### src/rtl/assert_macros.svh
// Assertion helpers shared by the RTL.
`ifndef ASSERT_MACROS_SVH
`define ASSERT_MACROS_SVH
`ifndef ASSERT_OFF
`define ASSERT_IMPLIES(lbl, clk, rst, ante, cons) \
  lbl: assert property (@(posedge clk) disable iff (rst) (ante) |-> (cons)) \
    else $error("assertion failed");
`define ASSERT_NEXT(lbl, clk, rst, ante, cons) \
  lbl: assert property (@(posedge clk) disable iff (rst) (ante) |=> (cons)) \
    else $error("assertion failed");
`else
`define ASSERT_IMPLIES(lbl, clk, rst, ante, cons)
`define ASSERT_NEXT(lbl, clk, rst, ante, cons)
`endif
`endif

### src/rtl/nms_pkg.sv
`default_nettype none
// ----------------------------------------------------------------------------
// nms_pkg
// Shared types and constants for 3x3 peak detection with sub-pixel refinement.
// ----------------------------------------------------------------------------
package nms_pkg;
  localparam int unsigned MAX_WIDTH = 1024;
  localparam int unsigned COL_W     = 10;
  localparam int unsigned ROW_W     = 12;
  localparam int unsigned PIX_W     = 16;
  localparam int unsigned FRAC_W    = 8;
  localparam int unsigned FW_W      = 11;
  localparam int unsigned SUM_W     = 18;
  localparam int unsigned REM_W     = 19;
  localparam int unsigned SROW_W    = 20;
  localparam int unsigned SCOL_W    = 18;
  localparam int unsigned STEP_W    = 3;
  localparam logic [FW_W-1:0] FW_RESET = 11'd640;
  localparam logic [FW_W-1:0] FW_MIN   = 11'd3;
  localparam logic [FW_W-1:0] FW_MAX   = 11'd1024;
  localparam logic [STEP_W-1:0] STEP_LAST = 3'd7;

  typedef enum logic [2:0] {
    ST_IDLE, ST_SHIFT, ST_EVAL, ST_DIV, ST_FIN, ST_OUT
  } nms_state_t;

  typedef struct packed {
    logic load;
    logic shift;
    logic eval;
    logic step;
    logic finish;
  } nms_cmd_t;

  typedef struct packed {
    logic judge;
    logic is_max;
    logic div_done;
  } nms_stat_t;
endpackage
`default_nettype wire

### src/rtl/nms_ctrl.sv
`default_nettype none
// ----------------------------------------------------------------------------
// nms_ctrl
// Sequencer: accept, shift window, evaluate, divide, present result.
// ----------------------------------------------------------------------------
module nms_ctrl (
  input  wire logic              clk,
  input  wire logic              rst,
  input  wire logic              in_valid,
  output logic                   in_stall,
  output logic                   out_valid,
  input  wire logic              out_stall,
  input  wire nms_pkg::nms_stat_t stat,
  output nms_pkg::nms_cmd_t      cmd
);
  import nms_pkg::*;

  nms_state_t state, state_next;

  always_ff @(posedge clk) begin
    if (rst) begin
      state <= ST_IDLE;
    end else begin
      state <= state_next;
    end
  end

  always_comb begin
    state_next = state;
    cmd        = '0;
    in_stall   = 1'b1;
    out_valid  = 1'b0;
    case (state)
      ST_IDLE: begin
        in_stall = 1'b0;
        if (in_valid) begin
          cmd.load   = 1'b1;
          state_next = ST_SHIFT;
        end
      end
      ST_SHIFT: begin
        cmd.shift  = 1'b1;
        state_next = stat.judge ? ST_EVAL : ST_IDLE;
      end
      ST_EVAL: begin
        cmd.eval   = 1'b1;
        state_next = ST_DIV;
      end
      ST_DIV: begin
        if (!stat.is_max) begin
          state_next = ST_FIN;
        end else begin
          cmd.step = 1'b1;
          if (stat.div_done) state_next = ST_FIN;
        end
      end
      ST_FIN: begin
        cmd.finish = 1'b1;
        state_next = ST_OUT;
      end
      ST_OUT: begin
        out_valid = 1'b1;
        if (!out_stall) state_next = ST_IDLE;
      end
      default: state_next = ST_IDLE;
    endcase
  end
endmodule
`default_nettype wire

### config.mk
export PLATFORM = sky130hd
export DESIGN_NAME = nms_ctrl
export DESIGN_NICKNAME = d
export VERILOG_FILES = /design/src/rtl/assert_macros.svh /design/src/rtl/nms_pkg.sv /design/src/rtl/nms_ctrl.sv
export SDC_FILE = /design/constraint.sdc
export NUM_CORES = 1
export LEC_CHECK = 0
export BUFFER_PORTS_ARGS = -buffer_cell sky130_fd_sc_hd__buf_2
export CAP_MARGIN = 25
export CORE_AREA = 8 8 45 47
export DETAILED_ROUTE_END_ITERATION = 6
export DIE_AREA = 0 0 53 55
export HOLD_SLACK_MARGIN = 0.1
export PLACE_DENSITY = 0.36
export RECOVER_POWER = 50
export SLEW_MARGIN = 20
export SYNTH_ARGS = -nofsm -noshare
export SYNTH_HDL_FRONTEND = slang
export SYNTH_SLANG_ARGS = --single-unit
### constraint.sdc
create_clock -name clk -period 1.9 [get_ports clk]
set_input_delay 0.285 -clock clk [delete_from_list [all_inputs] [get_ports clk]]
set_output_delay 0.285 -clock clk [all_outputs]
set_load 0.02 [all_outputs]
==> summary.md, run 1 <==
| Metric | Value |
|---|---|
| Standard-cell row count | 14 |
| PD cells | 795 nW/um^2 |
| CTS root buf | clkbuf_4 |
| Flop2flop setup slack | 0.77 ns |
| DRC Markers | 0 |
| Crit path kind | register to output port |
| CTS H-Tree Depth | 1 |
| DRT Wirelength | 590 um |
| Slew HR | 81.1% |
| DIE WIDTH | 53 um |
| Chip Height | 55 um |
| Gr usage total | 4.80% |
| Crit. End Element | output port |
| Crit-path slowest cell | or3_1 |
| Reg2reg end | state[0]$_SDFFE_PP0P_ |
| First-pass GRT wire length | 1.01 mm |
| Setup Total Neg Slack | 0 ns |
| Worst R2R Path Depth | 3 |
| IO buf count | 13 |
| CP Cell Sequence | or3_1 > nor2_1 > buf_2 |
| GR peak layer | met2 |
| Pin count of the biggest net entering global routing | 9 |
| Post-synthesis sequential area ratio | 29.4% |
| Min Tclk post-route | 1.50 ns |
| Leak | 0.160 nW |
| Setup WS pre-CTS | 0.626 ns |
| Via-to-Cell Ratio | 4.05 |
| Worst Hold Slack | 0.254 ns |
| Sink Count | 3 |
| Global route total overflow | 0 |
| Biggest registers after layout | state (3) |
| Mapped cell area | 204 sq um |
| Grt met3 use | 2.94% |
| Synthesis Warnings | 0 |
| Mapped Cells | 27 |
| Worst path max stage delay | 0.40 ns |
| Final period utilization | 79.0% |
| Mapped Nets | 34 |
| Crit. path cell count | 3 |
| CP startpoint kind | register |
| Core area | 1380 sq um |
| Number of global-route vias before repair | 265 |
| Setup bufs post-CTS | 0 |
| Hold_sp | rst |
| Peak VDD IR | 0.213 mV |
| HPWL Detailed | 495 um |
| Grt met2 use | 8.79% |
| Initial cell density of the core | 14.7% |
| Most frequent cells in the layout | buf_2 (12), and2_1 (3), a21oi_1 (3), clkbuf_4 (3), dfxtp_1 (3) |
| GRT met1 Usage | 3.48% |
| Initial DRC count | 3 |
| Die area | 2920 sq um |
| Gpl congestion | 0.615 |
| Worst clock skew | 0.00124 ns |
| Layout overhead on the synthesized area | 49.7% |
| Leading cell type in the layout, fill and taps excluded | buf_2 |
| Pins Over Slew Limit | 0 |
| Max clock buf depth | 2 |
| Hold_buf cts | 0 |
| Setup ws final | 0.399 ns |
| CP arrival | 1.22 ns |
| F_max | 666 MHz |
| Share of layout cells above drive strength 1 | 34.1% |
| Max Cap Viol | 0 |
| Final ANT Viol Nets | 0 |
| Unrepaired setup endpoints after global routing | no |
| Clock latency on the worst-skew pair | 0.23 ns |
| Crit-path leading delay family | simple AND/OR/NAND/NOR gates |
| Boundary Pins | 14 |
| Final Net Count | 52 |
| Hold path depth | 2 |
| Antenna violations before repair | 0 |
| Diode count | 0 |
| Crit path buf inv count | 1 |
| Worst Hold End | state[2]$_SDFFE_PP0P_ |
| Post-cts sizing count | 0 |
| Hold crit path type | input port to register |
| CTS Buf Count | 3 |
| FF-to-FF Start | state[2]$_SDFFE_PP0P_ |
| Library cells used by synthesis | 17 |
| Synthesis-stage register bit count | 3 |
| Worst Path Max Fanout | 7 |
| Tightest Pin Transition | 0.283 ns |
| Routed vias | 243 |
| DR WL/cell | 9.83 um |
| Run status | finished, final reports clean |
| # setup viols final | 0 |
| CTS tree | built |
| Worst EP required | 1.62 ns |
| Top reg by flops | state |
| Avg Cell Area, Syn | 7.55 sq um |
| DR pass1 iterations | 2 |
| CTS clk-pin slew, worst paths | 0.03 ns |
| Hold Violations, Final | 0 |
| Largest register FFs | 3 |
==> worst max-delay path by stage <==
stage / endpoint / startpoint / slack [ns]
2_1_floorplan: cmd[4] / state[2]$_SDFFE_PP0P_ / 0.48
3_3_place_gp: cmd[4] / state[1]$_SDFFE_PP0P_ / 0.63
3_5_place_dp: cmd[4] / state[1]$_SDFFE_PP0P_ / 0.63
4_1_cts: cmd[4] / state[1]$_SDFFE_PP0P_ / 0.37
5_1_grt: cmd[4] / state[1]$_SDFFE_PP0P_ / 0.30
6_report: cmd[4] / state[2]$_SDFFE_PP0P_ / 0.40
==> cell usage after synthesis <==
library cell  instances  area [sq um]
nor2b_2               1          8.76
nor4_1                1          6.26
a221oi_2              1          15.0
and2b_1               1          7.51
or3_1                 2          12.5
nor3_1                2          10.0
inv_1                 2          7.51
and3_1                2          12.5
nor2_1                1          3.75
and2_1                3          18.8
o21ai_1               1          5.00
nand2b_1              1          6.26
nand2_1               1          3.75
nor2b_1               1          6.26
nand3_1               1          5.00
dfxtp_1               3          60.1
a21oi_1               3          15.0
==> metal layers <==
| layer | vias to the layer above | wire [um] |
|---|---|---|
| met5 | - | 0 |
| met1 | 109 | 188 |
| met4 | 0 | 0 |
| li1 | 129 | - |
| met2 | 5 | 366 |
| met3 | 0 | 35 |
==> kinds of logic after synthesis <==
group	Yosys count	synth area share, %
compound gates	5	17.2
buf+inv	2	3.68
flops	3	29.4
simple gates	17	49.7
==> power by group <==
part	total (mW)	internal [mW]	switching [mW]
sequential	0.0761	0.0681	0.00805
clock	0.110	0.0786	0.0311
combinational	0.0568	0.0228	0.0340
==> final cells by class <==
type                    count  area, sq um
clock buffers               4         26.3
fillers                   169         1080
inverters                   2         7.51
multi-input cells          22          128
flip-flops and latches      3         60.1
well taps                  16         20.0
repair buffers             13         63.8
==> through the flow <==
step	cell area, sq um	power, mW	utilization (%)	cells
final	305	0.243	22.1	60
after floorplan	204	0.114	-	27
after global placement	289	0.140	20.9	56
after detailed placement	289	0.138	20.9	56
after CTS	315	0.253	22.8	60
after global routing	305	0.269	22.1	60
No activity file was read; power rests on OpenSTA's default activity.
==> run 2, diff against run 1 <==
Clock period 1.9 ns to 1.5 ns, I/O delays scaled along.
==> summary.md, run 2 (same netlist as run 1, synthesis figures left out) <==
| Metric | Value |
|---|---|
| CP startpoint kind | register |
| Crit. End Element | output port |
| Hold Violations, Final | 0 (unchanged) |
| DR pass1 iterations | 4 (+2) |
| Routed vias | 248 (+2.1%) |
| Tightest Pin Transition | 0.291 ns (+0.00780 ns) |
| CP arrival | 1.21 ns (about the same) |
| Hold_buf cts | 0 (unchanged) |
| CTS clk-pin slew, worst paths | 0.04 ns (about the same) |
| Initial DRC count | 4 (+1) |
| Pin count of the biggest net entering global routing | 9 (unchanged) |
| CTS H-Tree Depth | 1 (unchanged) |
| Final Net Count | 52 (unchanged) |
| Peak VDD IR | 0.391 mV (+84%) |
| Setup ws final | 0.0634 ns (-0.336 ns) |
| Die area | 2920 sq um (unchanged) |
| First-pass GRT wire length | 903 um (-11%) |
| Global route total overflow | 0 (unchanged) |
| Max Cap Viol | 0 (unchanged) |
| Slew HR | 80.6% (-0.52 points) |
| Clock latency on the worst-skew pair | 0.23 ns (about the same) |
| Leading cell type in the layout, fill and taps excluded | buf_2 |
| Pins Over Slew Limit | 0 (unchanged) |
| Biggest registers after layout | state (3) |
| Largest register FFs | 3 (unchanged) |
| F_max | 696 MHz |
| DRC Markers | 0 (unchanged) |
| Initial cell density of the core | 14.7% (unchanged) |
| DRT Wirelength | 585 um (-0.85%) |
| Leak | 0.164 nW (+2.6%) |
| Via-to-Cell Ratio | 4.13 (+2.1%) |
| Final ANT Viol Nets | 0 (unchanged) |
| Crit path kind | register to output port |
| Hold crit path type | input port to register |
| Final period utilization | 95.8% |
| CTS tree | built |
| CTS root buf | clkbuf_4 |
| Post-cts sizing count | 0 (unchanged) |
| Top reg by flops | state |
| Worst Path Max Fanout | 7 (unchanged) |
| HPWL Detailed | 493 um (-0.38%) |
| Max clock buf depth | 2 (unchanged) |
| Core area | 1380 sq um (unchanged) |
| Worst clock skew | 0.00398 ns (+0.00274 ns) |
| Placed inst area | 289 sq um (unchanged) |
| IO buf count | 13 (unchanged) |
| Share of layout cells above drive strength 1 | 40.9% (+6.8 points) |
| DIE WIDTH | 53 um (unchanged) |
| Worst EP required | 1.27 ns (-0.35 ns) |
| Total power | 0.311 mW (+28%) |
| Setup bufs post-CTS | 0 (unchanged) |
| Boundary Pins | 14 (unchanged) |
| Setup WS pre-CTS | 0.290 ns (-0.336 ns) |
| Layout overhead on the synthesized area | 51.5% |
| Design area | 309 sq um (+1.2%) |
| Min Tclk post-route | 1.44 ns |
| Gr usage total | 4.15% (-0.65 points) |
| Setup Total Neg Slack | 0 ns (unchanged) |
| Unrepaired setup endpoints after global routing | no |
| Standard-cell row count | 14 (unchanged) |
| PD cells | 1010 nW/um^2 (+27%) |
| # setup viols final | 0 (unchanged) |
| Diode count | 0 (unchanged) |
| Chip Height | 55 um (unchanged) |
| DR WL/cell | 9.75 um (-0.85%) |
| Antenna violations before repair | 0 (unchanged) |
| CTS Buf Count | 3 (unchanged) |
| Sink Count | 3 (unchanged) |
| Number of global-route vias before repair | 235 (-11%) |
| Run status | finished, final reports clean |
| Most frequent cells in the layout | buf_2 (12), and2_1 (3), a21oi_1 (3), clkbuf_4 (3) |
| Gpl congestion | 0.614 (-0.20%) |
run 2: cell types whose count changed in the layout (fill, tap and decap cells not counted):
cell      delta
dfxtp_1      -2
o21ai_1      -1
dfxtp_2      +2
clkbuf_1     -1
clkbuf_2     +1
o21ai_0      +1
run 2: final timing paths:
kind	end	cells past startpoint	from	slack (ns)
worst max-delay path	cmd[4]	3	state[2]$_SDFFE_PP0P_	0.06
worst min-delay path	state[2]$_SDFFE_PP0P_	2	rst	0.18
worst max register to register	state[0]$_SDFFE_PP0P_	3	state[2]$_SDFFE_PP0P_	0.40
worst min register to register	state[1]$_SDFFE_PP0P_	1	state[2]$_SDFFE_PP0P_	0.46
run 2: metal layers:
layer  global-route usage (%)  vias up  share of wire [%]  wire, um
met5                        0        -                  0         0
met4                     2.59        0                  0         0
met3                     1.87        0                6.5        38
met2                     8.01        5                 63       369
met1                     3.33      114                 30       177
li1                         -      129                  -         -
run 2: critical path, cell delays in order (launching register included):
cell and delay [ns]:
dfxtp_2 0.34, or3_1 0.39, nor2_1 0.09, buf_2 0.16
run 2: area by class of cell:
type                            instances  area (sq um)
Multi-Input combinational cell         22           128
Inverter                                2          7.51
Clock buffer                            4          26.3
Tap cell                               16          20.0
Fill cell                             175          1070
Sequential cell                         3          62.6
Timing Repair Buffer                   13          65.1
run 2: where the power goes:
group	switching, mW	internal [mW]	total (mW)
clock network	0.0420	0.0997	0.142
registers	0.00955	0.0868	0.0964
logic	0.0434	0.0301	0.0734
total	0.0949	0.217	0.311
run 2: metrics by stage:
step / instances / util [%] / hold WS, ns
after floorplan: 27 / - / 0.294
after global placement: 56 / 20.9 / 0.436
after detailed placement: 56 / 20.9 / 0.429
after CTS: 60 / 22.8 / 0.184
after global routing: 60 / 22.3 / 0.178
final: 60 / 22.3 / 0.183
==> run 3, diff against run 2 <==
Clock period 1.5 ns to 1.63 ns, I/O delays scaled along.
==> summary.md, run 3 (same netlist as run 1, synthesis figures left out) <==
| Metric | Value |
|---|---|
| Post-cts sizing count | 0 (unchanged) |
| CP Cell Sequence | or3_1 > nor2_1 > buf_2 |
| Worst path max stage delay | 0.40 ns (about the same) |
| Global route total overflow | 0 (unchanged) |
| DR pass1 iterations | 4 (unchanged) |
| CTS clk-pin slew, worst paths | 0.04 ns (about the same) |
| DR WL/cell | 9.90 um (+1.5%) |
| Final period utilization | 90.3% |
| DRC Markers | 0 (unchanged) |
| Int Pwr | 0.198 mW (-8.7%) |
| Antenna violations before repair | 0 (unchanged) |
| Design area | 305 sq um (-1.2%) |
| Worst Hold Slack | 0.207 ns (+0.0236 ns) |
| Max clock buf depth | 2 (unchanged) |
| CTS root buf | clkbuf_4 |
| Sink Count | 3 (unchanged) |
| Clock share of power | 45.8% (+0.3 points) |
| DIE WIDTH | 53 um (unchanged) |
| First-pass GRT wire length | 903 um (unchanged) |
| Worst EP required | 1.39 ns (+0.12 ns) |
| Standard-cell row count | 14 (unchanged) |
| Min Tclk post-route | 1.47 ns |
| Layout overhead on the synthesized area | 49.7% |
| Run status | finished, final reports clean |
| Peak VDD IR | 0.360 mV (-7.9%) |
| Sw Ratio | 30.8% (+0.31 points) |
| Hold crit path type | input port to register |
| CTS H-Tree Depth | 1 (unchanged) |
| Gpl congestion | 0.614 (unchanged) |
| Final Net Count | 52 (unchanged) |
| Initial DRC count | 5 (+1) |
| Worst clock skew | 0.00423 ns (+0.000247 ns) |
| Most frequent cells in the layout | buf_2 (12), and2_1 (3), a21oi_1 (3), clkbuf_4 (3), dfxtp_1 (3) |
| Leak | 0.160 nW (-2.5%) |
| Tightest Pin Transition | 0.292 ns (+0.000686 ns) |
| F_max | 679 MHz |
| Setup Total Neg Slack | 0 ns (unchanged) |
| Boundary Pins | 14 (unchanged) |
| Switching Power | 0.0878 mW (-7.4%) |
| CTS Buf Count | 3 (unchanged) |
| # setup viols final | 0 (unchanged) |
| Biggest registers after layout | state (3) |
| Worst Path Max Fanout | 7 (unchanged) |
| Leading cell type in the layout, fill and taps excluded | buf_2 |
| Diode count | 0 (unchanged) |
| Crit path kind | register to output port |
| Total power | 0.286 mW (-8.3%) |
| CTS tree | built |
| PD cells | 935 nW/um^2 (-7.2%) |
| Share of layout cells above drive strength 1 | 34.1% (-6.8 points) |
| Setup bufs post-CTS | 0 (unchanged) |
| Hold Violations, Final | 0 (unchanged) |
| IO buf count | 13 (unchanged) |
| Max Cap Viol | 0 (unchanged) |
| Via-to-Cell Ratio | 4.18 (+1.2%) |
| Crit-path slowest cell | or3_1 |
| Reg power frac | 30.9% (about the same) |
| Hold_buf cts | 0 (unchanged) |
| Initial cell density of the core | 14.7% (unchanged) |
| Crit. End Element | output port |
| Core area | 1380 sq um (unchanged) |
| Die area | 2920 sq um (unchanged) |
| DRT Wirelength | 594 um (+1.5%) |
| Final ANT Viol Nets | 0 (unchanged) |
| Fillers | 175 (unchanged) |
| HPWL Detailed | 493 um (unchanged) |
| Chip Height | 55 um (unchanged) |
| Top reg by flops | state |
| Unrepaired setup endpoints after global routing | no |
| Logic pwr share | 23.3% (-0.3 points) |
| Slew HR | 80.6% (about the same) |
| Pins Over Slew Limit | 0 (unchanged) |
| Placed inst area | 289 sq um (unchanged) |
| Number of global-route vias before repair | 235 (unchanged) |
| Gr usage total | 4.15% (unchanged) |
| CP startpoint kind | register |
| Largest register FFs | 3 (unchanged) |
| Routed vias | 251 (+1.2%) |
| CP arrival | 1.23 ns (+0.02 ns) |
| Clock latency on the worst-skew pair | 0.23 ns (about the same) |
| Pin count of the biggest net entering global routing | 9 (unchanged) |
-- run 3: cell counts in the layout (fill, tap and decap cells not counted) --
Identical to the previous run, type by type.
-- run 3: worst max-delay path: cells and delay by family (launching register included) --
family | cells | cell delay (ns)
flip-flops | 1 | 0.34
buffers and inverters | 1 | 0.16
AND/OR/NAND/NOR | 2 | 0.48
-- run 3: path summary, 6_finish.rpt --
| check | startpoint | to | slack (ns) | depth (start not counted) |
|---|---|---|---|---|
| min reg2reg | state[2]$_SDFFE_PP0P_ | state[1]$_SDFFE_PP0P_ | 0.53 | 1 |
| max reg2reg | state[2]$_SDFFE_PP0P_ | state[0]$_SDFFE_PP0P_ | 0.47 | 3 |
| min | rst | state[2]$_SDFFE_PP0P_ | 0.21 | 2 |
| max | state[2]$_SDFFE_PP0P_ | cmd[4] | 0.16 | 3 |
-- run 3: routing by layer --
layer | vias up | GRT usage [%] | part of all wire (%)
met4 | 0 | 2.59 | 0
li1 | 130 | - | -
met1 | 116 | 3.33 | 31
met5 | - | 0 | 0
met3 | 0 | 1.87 | 6.6
met2 | 5 | 8.01 | 62
-- run 3: power by group through the flow --
stage / registers, mW / logic [mW] / clock network [mW]
6_report: 0.0883 / 0.0665 / 0.131
2_1_floorplan: 0.0872 / 0.0453 / 0
3_3_place_gp: 0.0908 / 0.0720 / 0
4_1_cts: 0.0885 / 0.0715 / 0.135
5_1_grt: 0.0900 / 0.0734 / 0.141
3_5_place_dp: 0.0897 / 0.0711 / 0
-- run 3: final cells by class --
type / count / area, sq um / area share [%]
multi-input cells: 22 / 128 / 41.8
repair buffers: 13 / 63.8 / 20.9
flip-flops and latches: 3 / 60.1 / 19.7
clock buffers: 4 / 26.3 / 8.61
well taps: 16 / 20.0 / 6.56
inverters: 2 / 7.51 / 2.46
-- run 3: metrics by stage --
step,util (%),std cells,setup WS (ns)
CTS,22.8,60,0.148
global route,22.1,60,0.104
floorplan,-,27,0.246
global placement,20.9,56,0.404
finish,22.1,60,0.158
detailed placement,20.9,56,0.401
